<file path="config.mk">
export PLATFORM = sky130hd
export DESIGN_NAME = fixed_block_free_list_allocator_unit
export DESIGN_NICKNAME = d
export VERILOG_FILES = /design/src/hdl/fbfla_pkg.sv /design/src/hdl/fbfla_ram.sv /design/src/hdl/fbfla_list.sv /design/src/hdl/fbfla_obuf.sv /design/src/hdl/fixed_block_free_list_allocator_unit.sv
export SDC_FILE = /design/constraint.sdc
export NUM_CORES = 1
export LEC_CHECK = 0
export CORE_AREA = 3 3 143 145
export CTS_CLUSTER_SIZE = 40
export DETAILED_ROUTE_END_ITERATION = 12
export DIE_AREA = 0 0 146 148
export DONT_BUFFER_PORTS = 1
export GPL_TIMING_DRIVEN = 0
export MAX_ROUTING_LAYER = met4
export PLACE_DENSITY = 0.86
export RECOVER_POWER = 100
export REMOVE_ABC_BUFFERS = 1
export SLEW_MARGIN = 20
export SYNTH_ARGS = -nofsm -noshare
export SYNTH_HDL_FRONTEND = slang
export SYNTH_SLANG_ARGS = --single-unit
</file>
<file path="constraint.sdc">
create_clock -name clk -period 2.8 [get_ports clk]
set_input_delay 0.28 -clock clk [delete_from_list [all_inputs] [get_ports clk]]
set_output_delay 0.28 -clock clk [all_outputs]
set_load 0.005 [all_outputs]
</file>
<file path="src/hdl/fbfla_pkg.sv">
// ----------------------------------------------------------------------------
// fbfla_pkg
// Types, constants and helpers shared by the fixed-block free-list allocator.
// ----------------------------------------------------------------------------
package fbfla_pkg;

	localparam int NUM_BLOCKS = 32;
	localparam int IDX_W      = $clog2(NUM_BLOCKS);
	localparam int LINK_W     = IDX_W + 1;
	localparam int COUNT_W    = 6;

	localparam logic [LINK_W-1:0]  LINK_NULL   = LINK_W'(NUM_BLOCKS);
	localparam logic [COUNT_W-1:0] COUNT_RESET = COUNT_W'(32);

	typedef enum logic {
		OP_ALLOC = 1'b0,
		OP_FREE  = 1'b1
	} op_t;

	typedef enum logic {
		ST_OK    = 1'b0,
		ST_EMPTY = 1'b1
	} status_t;

	typedef enum logic {
		S_IDLE,
		S_READ
	} state_t;

	typedef struct packed {
		op_t              operation;
		logic [IDX_W-1:0] block_index;
	} in_item_t;

	typedef struct packed {
		logic [IDX_W-1:0] result_index;
		status_t          status;
	} out_item_t;

	// result handed from the list engine to the output queue
	typedef struct packed {
		logic      valid;
		out_item_t item;
	} res_push_t;

	// block_count of 0 counts as 1, anything above the pool size as the pool size
	function automatic logic [LINK_W-1:0] clamp_count(input logic [COUNT_W-1:0] v);
		logic [LINK_W-1:0] r;
		if (v == '0) begin
			r = LINK_W'(1);
		end else if (v > COUNT_W'(NUM_BLOCKS)) begin
			r = LINK_NULL;
		end else begin
			r = LINK_W'(v);
		end
		return r;
	endfunction

	// link an entry holds after initialization: the next block, or null at the end
	function automatic logic [LINK_W-1:0] init_link(input logic [IDX_W-1:0] idx,
		input logic [LINK_W-1:0] count);
		logic [LINK_W-1:0] nxt;
		nxt = {1'b0, idx} + LINK_W'(1);
		return (nxt < count) ? nxt : LINK_NULL;
	endfunction

endpackage

</file>
<file path="src/hdl/fbfla_ram.sv">
// ----------------------------------------------------------------------------
// fbfla_ram
// Generic single-write, single-read RAM with registered read data.
// ----------------------------------------------------------------------------
module fbfla_ram #(
	parameter int WIDTH  = 8,
	parameter int DEPTH  = 32,
	parameter int ADDR_W = $clog2(DEPTH)
) (
	input  logic              clk,
	input  logic              we,
	input  logic [ADDR_W-1:0] waddr,
	input  logic [WIDTH-1:0]  wdata,
	input  logic              re,
	input  logic [ADDR_W-1:0] raddr,
	output logic [WIDTH-1:0]  rdata
);

	logic [WIDTH-1:0] mem [DEPTH];

	always_ff @(posedge clk) begin
		if (we) begin
			mem[waddr] <= wdata;
		end
		if (re) begin
			rdata <= mem[raddr];
		end
	end

endmodule

</file>
<file path="src/hdl/fbfla_list.sv">
// ----------------------------------------------------------------------------
// fbfla_list
// Free-list engine: head register, link RAM with per-entry valid bits, and
// the sequencer that pops on allocate and pushes on free.
// ----------------------------------------------------------------------------
module fbfla_list (
	input  logic                                 clk,
	input  logic                                 arst_n,
	input  logic                                 in_valid,
	output logic                                 in_ready,
	input  fbfla_pkg::in_item_t                  in_item,
	input  logic                                 space,
	output fbfla_pkg::res_push_t                 res_push,
	input  logic                                 cfg_we,
	input  logic [fbfla_pkg::COUNT_W-1:0]        cfg_wdata
);

	fbfla_pkg::state_t                  state_q, state_d;
	logic [fbfla_pkg::LINK_W-1:0]       head_q, head_d;
	logic [fbfla_pkg::LINK_W-1:0]       count_q;
	logic [fbfla_pkg::NUM_BLOCKS-1:0]   link_valid_q;

	// allocate in flight
	logic [fbfla_pkg::IDX_W-1:0]        got_s1;
	logic                               valid_s1;
	logic [fbfla_pkg::LINK_W-1:0]       dflt_s1;

	logic                               accept;
	logic                               head_empty;
	logic                               ram_we, ram_re;
	logic [fbfla_pkg::LINK_W-1:0]       ram_rdata;

	assign head_empty = (head_q >= fbfla_pkg::LINK_NULL);
	assign in_ready   = (state_q == fbfla_pkg::S_IDLE) && space;
	assign accept     = in_valid && in_ready;

	fbfla_ram #(
		.WIDTH(fbfla_pkg::LINK_W),
		.DEPTH(fbfla_pkg::NUM_BLOCKS)
	) u_link_ram (
		.clk   (clk),
		.we    (ram_we),
		.waddr (in_item.block_index),
		.wdata (head_q),
		.re    (ram_re),
		.raddr (head_q[fbfla_pkg::IDX_W-1:0]),
		.rdata (ram_rdata)
	);

	always_comb begin
		state_d  = state_q;
		head_d   = head_q;
		ram_we   = 1'b0;
		ram_re   = 1'b0;
		res_push = '0;
		case (state_q)
			fbfla_pkg::S_IDLE: begin
				if (accept) begin
					if (in_item.operation == fbfla_pkg::OP_FREE) begin
						ram_we                     = 1'b1;
						head_d                     = {1'b0, in_item.block_index};
						res_push.valid             = 1'b1;
						res_push.item.result_index = in_item.block_index;
						res_push.item.status       = fbfla_pkg::ST_OK;
					end else if (head_empty) begin
						res_push.valid             = 1'b1;
						res_push.item.result_index = '0;
						res_push.item.status       = fbfla_pkg::ST_EMPTY;
					end else begin
						ram_re  = 1'b1;
						state_d = fbfla_pkg::S_READ;
					end
				end
			end
			fbfla_pkg::S_READ: begin
				// a link never written since init reads as its init value
				head_d                     = valid_s1 ? ram_rdata : dflt_s1;
				res_push.valid             = 1'b1;
				res_push.item.result_index = got_s1;
				res_push.item.status       = fbfla_pkg::ST_OK;
				state_d                    = fbfla_pkg::S_IDLE;
			end
			default: begin
				state_d = fbfla_pkg::S_IDLE;
			end
		endcase
	end

	always_ff @(posedge clk or negedge arst_n) begin
		if (!arst_n) begin
			state_q      <= fbfla_pkg::S_IDLE;
			head_q       <= '0;
			count_q      <= fbfla_pkg::clamp_count(fbfla_pkg::COUNT_RESET);
			link_valid_q <= '0;
		end else if (cfg_we) begin
			state_q      <= fbfla_pkg::S_IDLE;
			head_q       <= '0;
			count_q      <= fbfla_pkg::clamp_count(cfg_wdata);
			link_valid_q <= '0;
		end else begin
			state_q <= state_d;
			head_q  <= head_d;
			if (ram_we) begin
				link_valid_q[in_item.block_index] <= 1'b1;
			end
		end
	end

	always_ff @(posedge clk) begin
		if (ram_re) begin
			got_s1   <= head_q[fbfla_pkg::IDX_W-1:0];
			valid_s1 <= link_valid_q[head_q[fbfla_pkg::IDX_W-1:0]];
			dflt_s1  <= fbfla_pkg::init_link(head_q[fbfla_pkg::IDX_W-1:0], count_q);
		end
	end

	a_read_one_cycle: assert property (@(posedge clk) disable iff (!arst_n)
		state_q == fbfla_pkg::S_READ |=> state_q == fbfla_pkg::S_IDLE)
		else $error("allocate read held longer than one cycle");

	a_head_range: assert property (@(posedge clk) disable iff (!arst_n)
		head_q <= fbfla_pkg::LINK_NULL)
		else $error("head beyond null code");

	a_no_accept_in_read: assert property (@(posedge clk) disable iff (!arst_n)
		state_q == fbfla_pkg::S_READ |-> !in_ready && res_push.valid)
		else $error("input taken or result missing during allocate read");

endmodule

</file>
<file path="src/hdl/fbfla_obuf.sv">
// ----------------------------------------------------------------------------
// fbfla_obuf
// Two-entry output queue: output register plus skid slot.
// ----------------------------------------------------------------------------
module fbfla_obuf (
	input  logic                  clk,
	input  logic                  arst_n,
	input  fbfla_pkg::res_push_t  res_push,
	output logic                  space,
	output logic                  out_valid,
	input  logic                  out_ready,
	output fbfla_pkg::out_item_t  out_item
);

	logic [1:0]           count_q;
	fbfla_pkg::out_item_t out_q, skid_q;
	logic                 pop;

	assign out_valid = (count_q != 2'd0);
	assign out_item  = out_q;
	assign pop       = out_valid && out_ready;
	// room for one more result, counting the one an accepted item may yet produce
	assign space     = (count_q != 2'd2);

	always_ff @(posedge clk or negedge arst_n) begin
		if (!arst_n) begin
			count_q <= '0;
		end else begin
			count_q <= count_q + 2'(res_push.valid) - 2'(pop);
		end
	end

	always_ff @(posedge clk) begin
		case ({res_push.valid, pop})
			2'b10: begin
				if (count_q == 2'd0) begin
					out_q <= res_push.item;
				end else begin
					skid_q <= res_push.item;
				end
			end
			2'b01: begin
				out_q <= skid_q;
			end
			2'b11: begin
				if (count_q == 2'd1) begin
					out_q <= res_push.item;
				end else begin
					out_q  <= skid_q;
					skid_q <= res_push.item;
				end
			end
			default: begin
			end
		endcase
	end

	a_count_range: assert property (@(posedge clk) disable iff (!arst_n)
		count_q <= 2'd2)
		else $error("output queue count out of range");

	a_no_overflow: assert property (@(posedge clk) disable iff (!arst_n)
		res_push.valid && count_q == 2'd2 |-> pop)
		else $error("result pushed into full output queue");

	a_out_hold: assert property (@(posedge clk) disable iff (!arst_n)
		out_valid && !out_ready |=> out_valid && $stable(out_item))
		else $error("result beat dropped or changed while stalled");

endmodule

</file>
<file path="src/hdl/fixed_block_free_list_allocator_unit.sv">
// ----------------------------------------------------------------------------
// fixed_block_free_list_allocator_unit
// LIFO free-list allocator for a pool of equal-size blocks.
//
//   channel  | dir | handshake            | payload
//   ---------+-----+----------------------+------------------------------
//   in       | in  | in_valid / in_ready  | in_item  (operation, block_index)
//   out      | out | out_valid / out_ready| out_item (result_index, status)
//   cfg      | in  | cfg_we               | cfg_wdata (block_count)
//
// Free and allocate-on-empty hand their result to the output queue in the cycle
// they are accepted; allocate first waits in S_READ for the registered read data of the link RAM.
// Reset and a block_count write rebuild the list by clearing the per-entry
// valid bits, so unwritten links read as their initial value.
// Up to two results are held; the input stalls while both slots are taken.
// ----------------------------------------------------------------------------
module fixed_block_free_list_allocator_unit (
	input  logic                          clk,
	input  logic                          arst_n,
	input  logic                          in_valid,
	output logic                          in_ready,
	input  fbfla_pkg::in_item_t           in_item,
	output logic                          out_valid,
	input  logic                          out_ready,
	output fbfla_pkg::out_item_t          out_item,
	input  logic                          cfg_we,
	input  logic [fbfla_pkg::COUNT_W-1:0] cfg_wdata
);

	fbfla_pkg::res_push_t res_push;
	logic                 space;

	fbfla_list u_list (
		.clk       (clk),
		.arst_n    (arst_n),
		.in_valid  (in_valid),
		.in_ready  (in_ready),
		.in_item   (in_item),
		.space     (space),
		.res_push  (res_push),
		.cfg_we    (cfg_we),
		.cfg_wdata (cfg_wdata)
	);

	fbfla_obuf u_obuf (
		.clk       (clk),
		.arst_n    (arst_n),
		.res_push  (res_push),
		.space     (space),
		.out_valid (out_valid),
		.out_ready (out_ready),
		.out_item  (out_item)
	);

endmodule

</file>
==> summary by stage, run 1 <==
Final layout
The number of standard cells in the final layout excluding fillers is 939. Once layout is done, the placed cells without fillers occupy around 12,000 um^2. The fraction of final layout cells sized beyond drive strength 1 is 0.191.

From synthesis to final layout, the design area changed by 12.0%. Once layout is complete, the utilization of the core stands at 0.637. The number of nets in the final layout is slightly below 700. The antenna cell count is 0.

Yosys
The mean cell area of the mapped netlist is between 15 and 20 um^2. Among all flip-flop cells after synthesis, the most frequent one is edfxtp_1. Counting flops with a built-in enable in the synthesized netlist gives around 220. The cell count after synthesis is 639. The post-synthesis instance area is between 10,000 and 15,000 um^2. Measured against the total synthesized area, the mux share comes to 0.128.

The post-synthesis register bit count is roughly 270. The fraction of the mapped netlist area in simple logic gates is 0.0511. Counting flops with an async set or reset pin after synthesis yields a share of 0.175. The post-synthesis share of cell area spent on full adders, half adders and majority gates is 0.0102. After synthesis, the largest family of logic cells by area is multiplexers.

The sequential cell area fraction in the yosys report is 0.714. The share of the synthesized netlist area taken by xor and xnor gates is 0.00398. The complex-gate fraction of the synthesized area is 0.0570.

The count of different cell masters after synthesis is 49. The number of warnings printed during yosys synthesis is 0.

Place
The total placed cells including tap cells is 870. The placed wire-length estimate after detailed placement is between 10 and 15 mm. The placer congestion estimate is about 0.96. During placement, the flow inserted port buffers numbering 0. In this run the cell area measured after placement is between 10,000 and 15,000 um^2.

Clock tree
TritonCTS built the clock tree. CTS built an H-tree with a depth of 1. For the worst-skew pair, the clock arrives at the later sink with an insertion delay of roughly 0.52 ns.

Counting along the longest clock path gives a buffer depth of 3. Buffers inserted during clock tree synthesis total 25. The number of clock sinks seen by CTS is approximately 270. The cell sitting at the root of the clock tree is a clkbuf_16. Clock-pin slew was measured on the worst setup and hold paths at 0.07 ns.

Die
The die outline height is approximately 150 um. The die boundary width is 146 um. The die outline area is 21,600 um^2. The number of I/O pins is 25. The initial utilization of the core area, before any placement, comes to 0.568. In this run the core area contains 51 standard-cell rows.

The floorplan core area is approximately 19,000 um^2.

STA
The worst path needs about 2.6 ns of the cycle, external delays included. Measured against its own limit, the worst slew margin works out to 0.206. The post-route fraction of the period consumed by the critical path is 0.943. The final number of setup-violating endpoints is 0. The transition time at the pin with the least slew margin is between 1 and 1.5 ns. Setup repair after global routing left no endpoint under its margin. The final worst clock skew is about 0.013 ns. After routing, the total negative slack on setup checks comes to 0 ns. The final-report max-slew violation count is 0. The count of endpoints failing hold in the final timing report is 0.

The highest achievable clock rate is 379 MHz.

Worst setup path
The worst setup path startpoint is u_list.head_q[0]$_DFFE_PN0P_. The worst register-to-register path begins at u_list.head_q[0]$_DFFE_PN0P_. The worst endpoint required time is 3.04 ns. The worst setup path is captured at a flop.

The maximum fanout along the worst path is 52. STA classifies the critical path startpoint as a flop. For the worst setup path, the data arrival time is 2.88 ns. The critical setup path kind is reg2reg.

Drt
The average wire per cell in the routed design is 26.1 um. The count of routing violations after the opening detailed-route iteration is 819. The mean number of vias per cell is between 6 and 7. The sum of routed wire length over all layers is between 20 and 25 mm. The number of detailed-route iterations in the first pass is 6. In the routed design, unresolved DRC markers number 0. The number of vias in the routed layout is approximately 6,100. In this run the remaining antenna-violating nets after routing total 0.

Global route
The wire length of the first global-routing pass is 36.7 mm. The total routing resource utilization after global routing is 0.227. The via count of the first global-routing pass came to a little over 6,000. The number of antenna violations at the first check in global routing is 0. After global routing the overflow that remains totals 0.

The largest net degree at the start of global routing is 57.

Power
The ratio of total power to cell area is about 800 nW/um^2. The leakage dissipation is ~4.2 nW. The worst-case IR drop observed on VDD is approximately 0.44 mV. The total design power is between 0.009 and 0.01 W.

Hold path
In this run the most critical hold path is launched from in_item[4]. The path class of the tightest hold or removal check is in2reg.

Run status
The run finished with clean final reports.

Job
Max-cap violations in this run came to 0.
==> cells by family after synthesis <==
kind of cell / count (synthesis)
AO/OA/AOI/OAI: 94
adder cells (fa/ha/maj): 9
AND/OR/NAND/NOR: 111
multiplexers: 68
XOR/XNOR: 5
flip-flops: 269
buffers and inverters: 83
==> per-stage QoR <==
stage / hold slack (ns) / setup WS, ns
3_5_place_dp: -0.0132 / -0.178
5_1_grt: 0.00196 / 0.0331
2_1_floorplan: -0.0156 / -1.92
3_3_place_gp: -0.0131 / -2.87
4_1_cts: 0.000339 / 0.0397
6_report: 0.0112 / 0.158
==> power breakdown <==
part | leakage [nW] | internal (W) | switching [W]
combinational | 1.01 | 0.000506 | 0.000690
sequential | 2.72 | 0.00462 | 0.000212
clock | 0.439 | 0.00223 | 0.00143
total | 4.17 | 0.00735 | 0.00233
==> cell type report <==
cell class / instances / area (um^2)
Clock buffer: 29 / 693
Clock inverter: 16 / 201
Fill cell: 1228 / 7020
Inverter: 47 / 176
Multi-Input combinational cell: 287 / 2730
Sequential cell: 269 / 7860
Tap cell: 265 / 332
Timing Repair Buffer: 26 / 328
==> layout by cell type (no fill, tap or decap), types with 2 or more instances in the layout <==
cell	count
edfxtp_1	222
o22ai_1	62
mux4_2	56
inv_1	46
nor2_1	42
dfrtp_1	42
clkbuf_16	27
nand2_1	22
dlygate4sd3_1	14
ha_1	9
nor4_1	8
a31oi_1	6
nand3_1	6
or3_1	6
o21ai_0	6
mux2i_1	6
or2_2	5
mux2_1	5
nand2b_1	5
a21o_1	5
clkinv_1	5
clkinv_2	5
clkbuf_1	5
bufinv_16	5
buf_16	5
xnor2_1	4
a21oi_1	4
a22o_2	3
nor2b_1	3
dfrtp_4	3
nor3b_1	2
nand3_2	2
nor3_1	2
buf_4	2
==> sequential cells by signal (all words and copies together) (netlist names) <==
signal and flops:
u_obuf.skid_q 6, u_obuf.count_q 2, u_list.state_q 1, u_list.count_q 6, u_list.head_q 6, u_list.got_s1 5
u_list.u_link_ram.rdata 6, u_list.link_valid_q 32, u_list.u_link_ram.mem 192, u_list.dflt_s1 6, u_list.valid_s1 1, u_obuf.out_item 6
==> layer usage <==
| layer | up-vias | track usage | wire, um |
|---|---|---|---|
| met3 | 115 | 0.0359 | 2410 |
| met1 | 3076 | 0.293 | 8780 |
| met4 | 0 | 0.0776 | 1310 |
| li1 | 2520 | - | - |
| met2 | 427 | 0.374 | 12000 |
| met5 | - | - | 0 |
==> final timing paths <==
path / cells after the start / to / slack (ns)
worst max-delay path: 5 / u_list.u_link_ram.rdata[2]$_DFFE_PP_ / 0.16
worst min-delay path: 1 / u_obuf.skid_q[5]$_DFFE_PP_ / 0.01
worst max register to register: 5 / u_list.u_link_ram.rdata[2]$_DFFE_PP_ / 0.16
worst min register to register: 2 / u_list.count_q[5]$_DFFE_PN1P_ / 0.51
max in group asynchronous: 2 / u_list.count_q[5]$_DFFE_PN1P_ / 2.28
min in group asynchronous: 2 / u_list.count_q[2]$_DFFE_PN0P_ / 0.26
==> Yosys cell counts (6+ instances only) <==
master,count,area share
edfxtp_1,222,0.61
o22ai_1,62,0.035
mux4_2,56,0.11
dfrtp_1,46,0.10
inv_1,46,0.016
nor2_1,43,0.015
nand2_1,22,0.0075
clkbuf_1,13,0.0044
buf_2,10,0.0046
ha_1,9,0.010
nor4_1,8,0.0046
buf_6,7,0.0072
o21ai_0,7,0.0032
mux2_4,6,0.0082
mux2i_1,6,0.0055
nand3_1,6,0.0027
or3_1,6,0.0034
==> worst max-delay path, cell delays in order (launching register included) <==
cell      delay (ns)
dfrtp_1         0.62
clkbuf_1        0.33
buf_16          0.33
mux4_2          0.56
o22ai_1         0.34
nor4_1          0.17
==> repair_timing <==
action,CTS,global route
setup buffers,1,7
resized for setup,1,2
setup endpoints to repair,6,6
hold buffers,16,0
hold endpoints to repair,96,0
Note: power is estimated with default switching activity, not from simulation.
==> inputs of run 2 (changes only) <==
--- a/config.mk
+++ b/config.mk
@@ -13,7 +13,6 @@
 export GPL_TIMING_DRIVEN = 0
 export MAX_ROUTING_LAYER = met4
 export PLACE_DENSITY = 0.86
-export RECOVER_POWER = 100
 export REMOVE_ABC_BUFFERS = 1
 export SLEW_MARGIN = 20
 export SYNTH_ARGS = -nofsm -noshare
==> run 2 against run 1 <==
  * Final cell count stayed put
  * Combinational power hardly changed
  * Utilization is 0.34 points higher
  * Sequential power hardly changed
  * Largest cell class unchanged
  * Clock power hardly changed
  * Wire length is 0.36% lower
  * Global-route usage stayed put
  * Worst setup slack worse by 0.011 ns
  * Die area stayed put
  * Register-to-register slack hardly changed
  * Critical path type unchanged
==> summary by stage, run 2 (synthesis gave the netlist of run 1 again) <==
Power
The proportion of power drawn by flip-flops and latches is 0.497. The internal portion of the total power is around 0.0074 W. The relative contribution of the clock network to total power is 0.376. The worst-case IR drop observed on VDD is between 0.4 and 0.5 mV. Summed over all cells, the static leakage comes to approximately 4.2 nW. Dividing total power by cell area gives a power density of approximately 790 nW/um^2.

The total design power is roughly 0.01 W. The fraction of power spent switching nets is 0.240. Summed over all nets, the switching power comes to 0.00233 W. The combinational power share is 0.127.

Final layout
In the final layout, the registers with the most flip-flops are u_list.u_link_ram.mem x192, u_list.link_valid_q x32. The finished cells cover between 10,000 and 15,000 um^2. More flip-flops sit in one register than any other, and that register is u_list.u_link_ram.mem. Leaving out fill and tap cells, the most frequent cell in the layout is edfxtp_1. The number of fill cells is approximately 1,200. The number of nets in the final layout is about 680.

Relative to the synthesized area, the layout overhead comes to 12.6%. The flip-flop count of the largest register after layout is 192. The antenna cell count is 0. The fraction of final layout cells sized beyond drive strength 1 is 0.209.

In the layout the commonest cells are edfxtp_1 (222), o22ai_1 (62), mux4_2 (56). The number of standard cells in the final layout excluding fillers is approximately 940. Measured on the finished design, the core utilization comes to 0.640.

Run status
The run finished with clean final reports.

Place
In this run the cell area measured after placement is approximately 11,000 um^2. The total placed cells including tap cells is slightly below 900. The number of port buffers is 0. The placed wire-length estimate after detailed placement is 13.4 mm. Routability-driven placement finished with a final weighted congestion of between 0.9 and 1.

Worst setup path
Data on the critical path arrives at its endpoint at around 2.8 ns. STA classifies the critical path endpoint as a flop. The most prevalent standard cell on the critical path is nor2_1. The highest-delay cell along the critical path is dfrtp_1. The worst endpoint required time is slightly below 3 ns.

The critical setup path kind is reg2reg. The endpoint of the worst-slack reg-to-reg timing path is u_list.u_link_ram.mem[16][5]$_DFFE_PP_. Traced cell by cell, the critical path runs through inv_2, nand4_4, nor2_1, nand2_1, nor2_1. The worst reg-to-reg setup slack is 0.15 ns.

The number of cells traversed by the worst register-to-register path is 5. The launch point of the worst reg-to-reg path is u_list.state_q$_DFF_PN0_. The biggest cell delay along the critical path is 0.60 ns.

The kind of start point of the critical path is a flop. The category of cells accounting for the largest share of critical-path delay is simple AND/OR/NAND/NOR gates. The sum of buffers and inverters on the critical path is 1. In this run the worst path has a maximum fanout of 13.

Hold path
The path with the worst hold slack has its endpoint at u_obuf.skid_q[5]$_DFFE_PP_. The startpoint of the lowest-slack hold path is in_item[4]. The count of cells along the worst hold path is 1. The class of the tightest hold or removal check is in2reg.

Die
For this configuration, the core starts out at a cell density of 0.568. The number of standard-cell rows in the floorplan is a little over 50. The die covers ~22,000 um^2. The die outline height is 148 um. The die boundary width is roughly 150 um.

The floorplan step defined a core boundary enclosing roughly 19,000 um^2. 25 I/O pins were placed.

STA
The normalized max-slew margin is 0.397. The final worst clock skew is 0.0112 ns. The final number of setup-violating endpoints is 0.

The post-route fraction of the period consumed by the critical path is 0.947. Subtracting the final worst setup slack from the clock period gives between 2 and 3 ns. The count of endpoints failing hold in the final timing report was 0. The final-report max-slew violation count is 0. On the final layout, the worst hold slack is 0.00995 ns.

Setup repair after global routing left no endpoint under its margin. The highest achievable clock rate is 377 MHz. The transition time at the pin with the least slew margin is 0.904 ns.

Clock tree
TritonCTS built the clock tree. The later-pin clock latency in the skew report is roughly 0.52 ns. The clock transition at the registers of the reported paths is 0.07 ns. The number of clock sinks seen by CTS is 269. The root buffer cell is clkbuf_16. Counting along the longest clock path gives a buffer depth of 3. The maximum level of the CTS H-tree is 1. The number of clock buffers inserted by TritonCTS is 25.

Global route
The total routing resource utilization after global routing is 0.227. The number of antenna violations at the first check in global routing is 0. The global route total overflow is 0.

The largest net degree at the start of global routing is 57. The wire length of the first global-routing pass is about 37 mm. The via count of the first global-routing pass is 6,238.

Drt
The sum of routed wire length over all layers is roughly 24 mm. The first routing iteration left 813 violations. The number of vias in the routed layout is about 6,000. The post-detailed-route DRC marker count is 0. The residual antenna-violating net count after detailed routing is 0.

The pre-antenna-repair detailed-routing pass consisted of 5 iterations. The mean number of vias per cell is about 6.5. In the final routed layout, each cell accounts on average for about 26 um.

Job
Max-cap violations in this run came to 0.
run 2: changes by cell type in the layout (fill, tap and decap cells not counted), moves of 2 or more:
cell / delta
buf_4: +2
clkbuf_1: -4
dfrtp_1: -2
mux2_1: -5
mux2_4: +5
run 2: worst register-to-register path, stage by stage, from the launching register on:
cell	delay [ns]
dfrtp_1	0.60
inv_2	0.28
nand4_4	0.21
nor2_1	0.33
nand2_1	0.31
nor2_1	0.55
run 2: power groups by stage:
stage | logic, W | clock network, W | registers (W)
floorplan | 0.000721 | 0 | 0.00492
global placement | 0.000887 | 0 | 0.00503
detailed placement | 0.000988 | 0 | 0.00496
CTS | 0.00109 | 0.00367 | 0.00487
global route | 0.00132 | 0.00383 | 0.00485
finish | 0.00123 | 0.00365 | 0.00483
run 2: layer usage:
layer,track usage,share of wire,vias up
met4,0.0776,0.052,0
met5,-,0,-
met1,0.293,0.36,3053
met3,0.0359,0.090,107
li1,-,-,2522
met2,0.374,0.50,420
run 2: layout make-up:
class,count,area (um^2),share of cell area
clock buffer,29,693,0.0560
clock inverter,16,201,0.0163
inverter,47,176,0.0143
multi-input combinational,287,2760,0.223
sequential,269,7860,0.635
tap,265,332,0.0268
timing repair buffer,26,354,0.0286
run 2: repair_timing:
| action | 4_1_cts | 5_1_grt |
|---|---|---|
| endpoints found under the hold margin | 96 | 0 |
| cloned | 0 | 0 |
| hold buffers | 16 | 0 |
| resized for setup | 1 | 2 |
| buffers inserted | 1 | 7 |
| setup endpoints to repair | 6 | 6 |
run 2: through the flow:
| stage | setup TNS [ns] | worst slack [ns] |
|---|---|---|
| 6_report | 0 | 0.147 |
| 5_1_grt | 0 | 0.00393 |
| 4_1_cts | 0 | 0.0397 |
| 3_5_place_dp | -0.406 | -0.178 |
| 3_3_place_gp | -96.69 | -2.87 |
| 2_1_floorplan | -37.09 | -1.92 |
run 2: worst max-delay path by stage:
stage	from	end	slack (ns)	cells past startpoint
after floorplan	u_list.head_q[0]$_DFFE_PN0P_	u_list.dflt_s1[5]$_SDFFCE_PP1P_	-1.92	8
after global placement	u_list.head_q[0]$_DFFE_PN0P_	u_list.dflt_s1[5]$_SDFFCE_PP1P_	-2.87	8
after detailed placement	u_list.head_q[1]$_DFFE_PN0P_	u_list.dflt_s1[5]$_SDFFCE_PP1P_	-0.18	8
after CTS	u_list.head_q[1]$_DFFE_PN0P_	u_list.dflt_s1[5]$_SDFFCE_PP1P_	0.04	8
after global routing	u_list.state_q$_DFF_PN0_	u_list.u_link_ram.mem[16][2]$_DFFE_PP_	0.004	5
final	u_list.state_q$_DFF_PN0_	u_list.u_link_ram.mem[16][5]$_DFFE_PP_	0.15	5
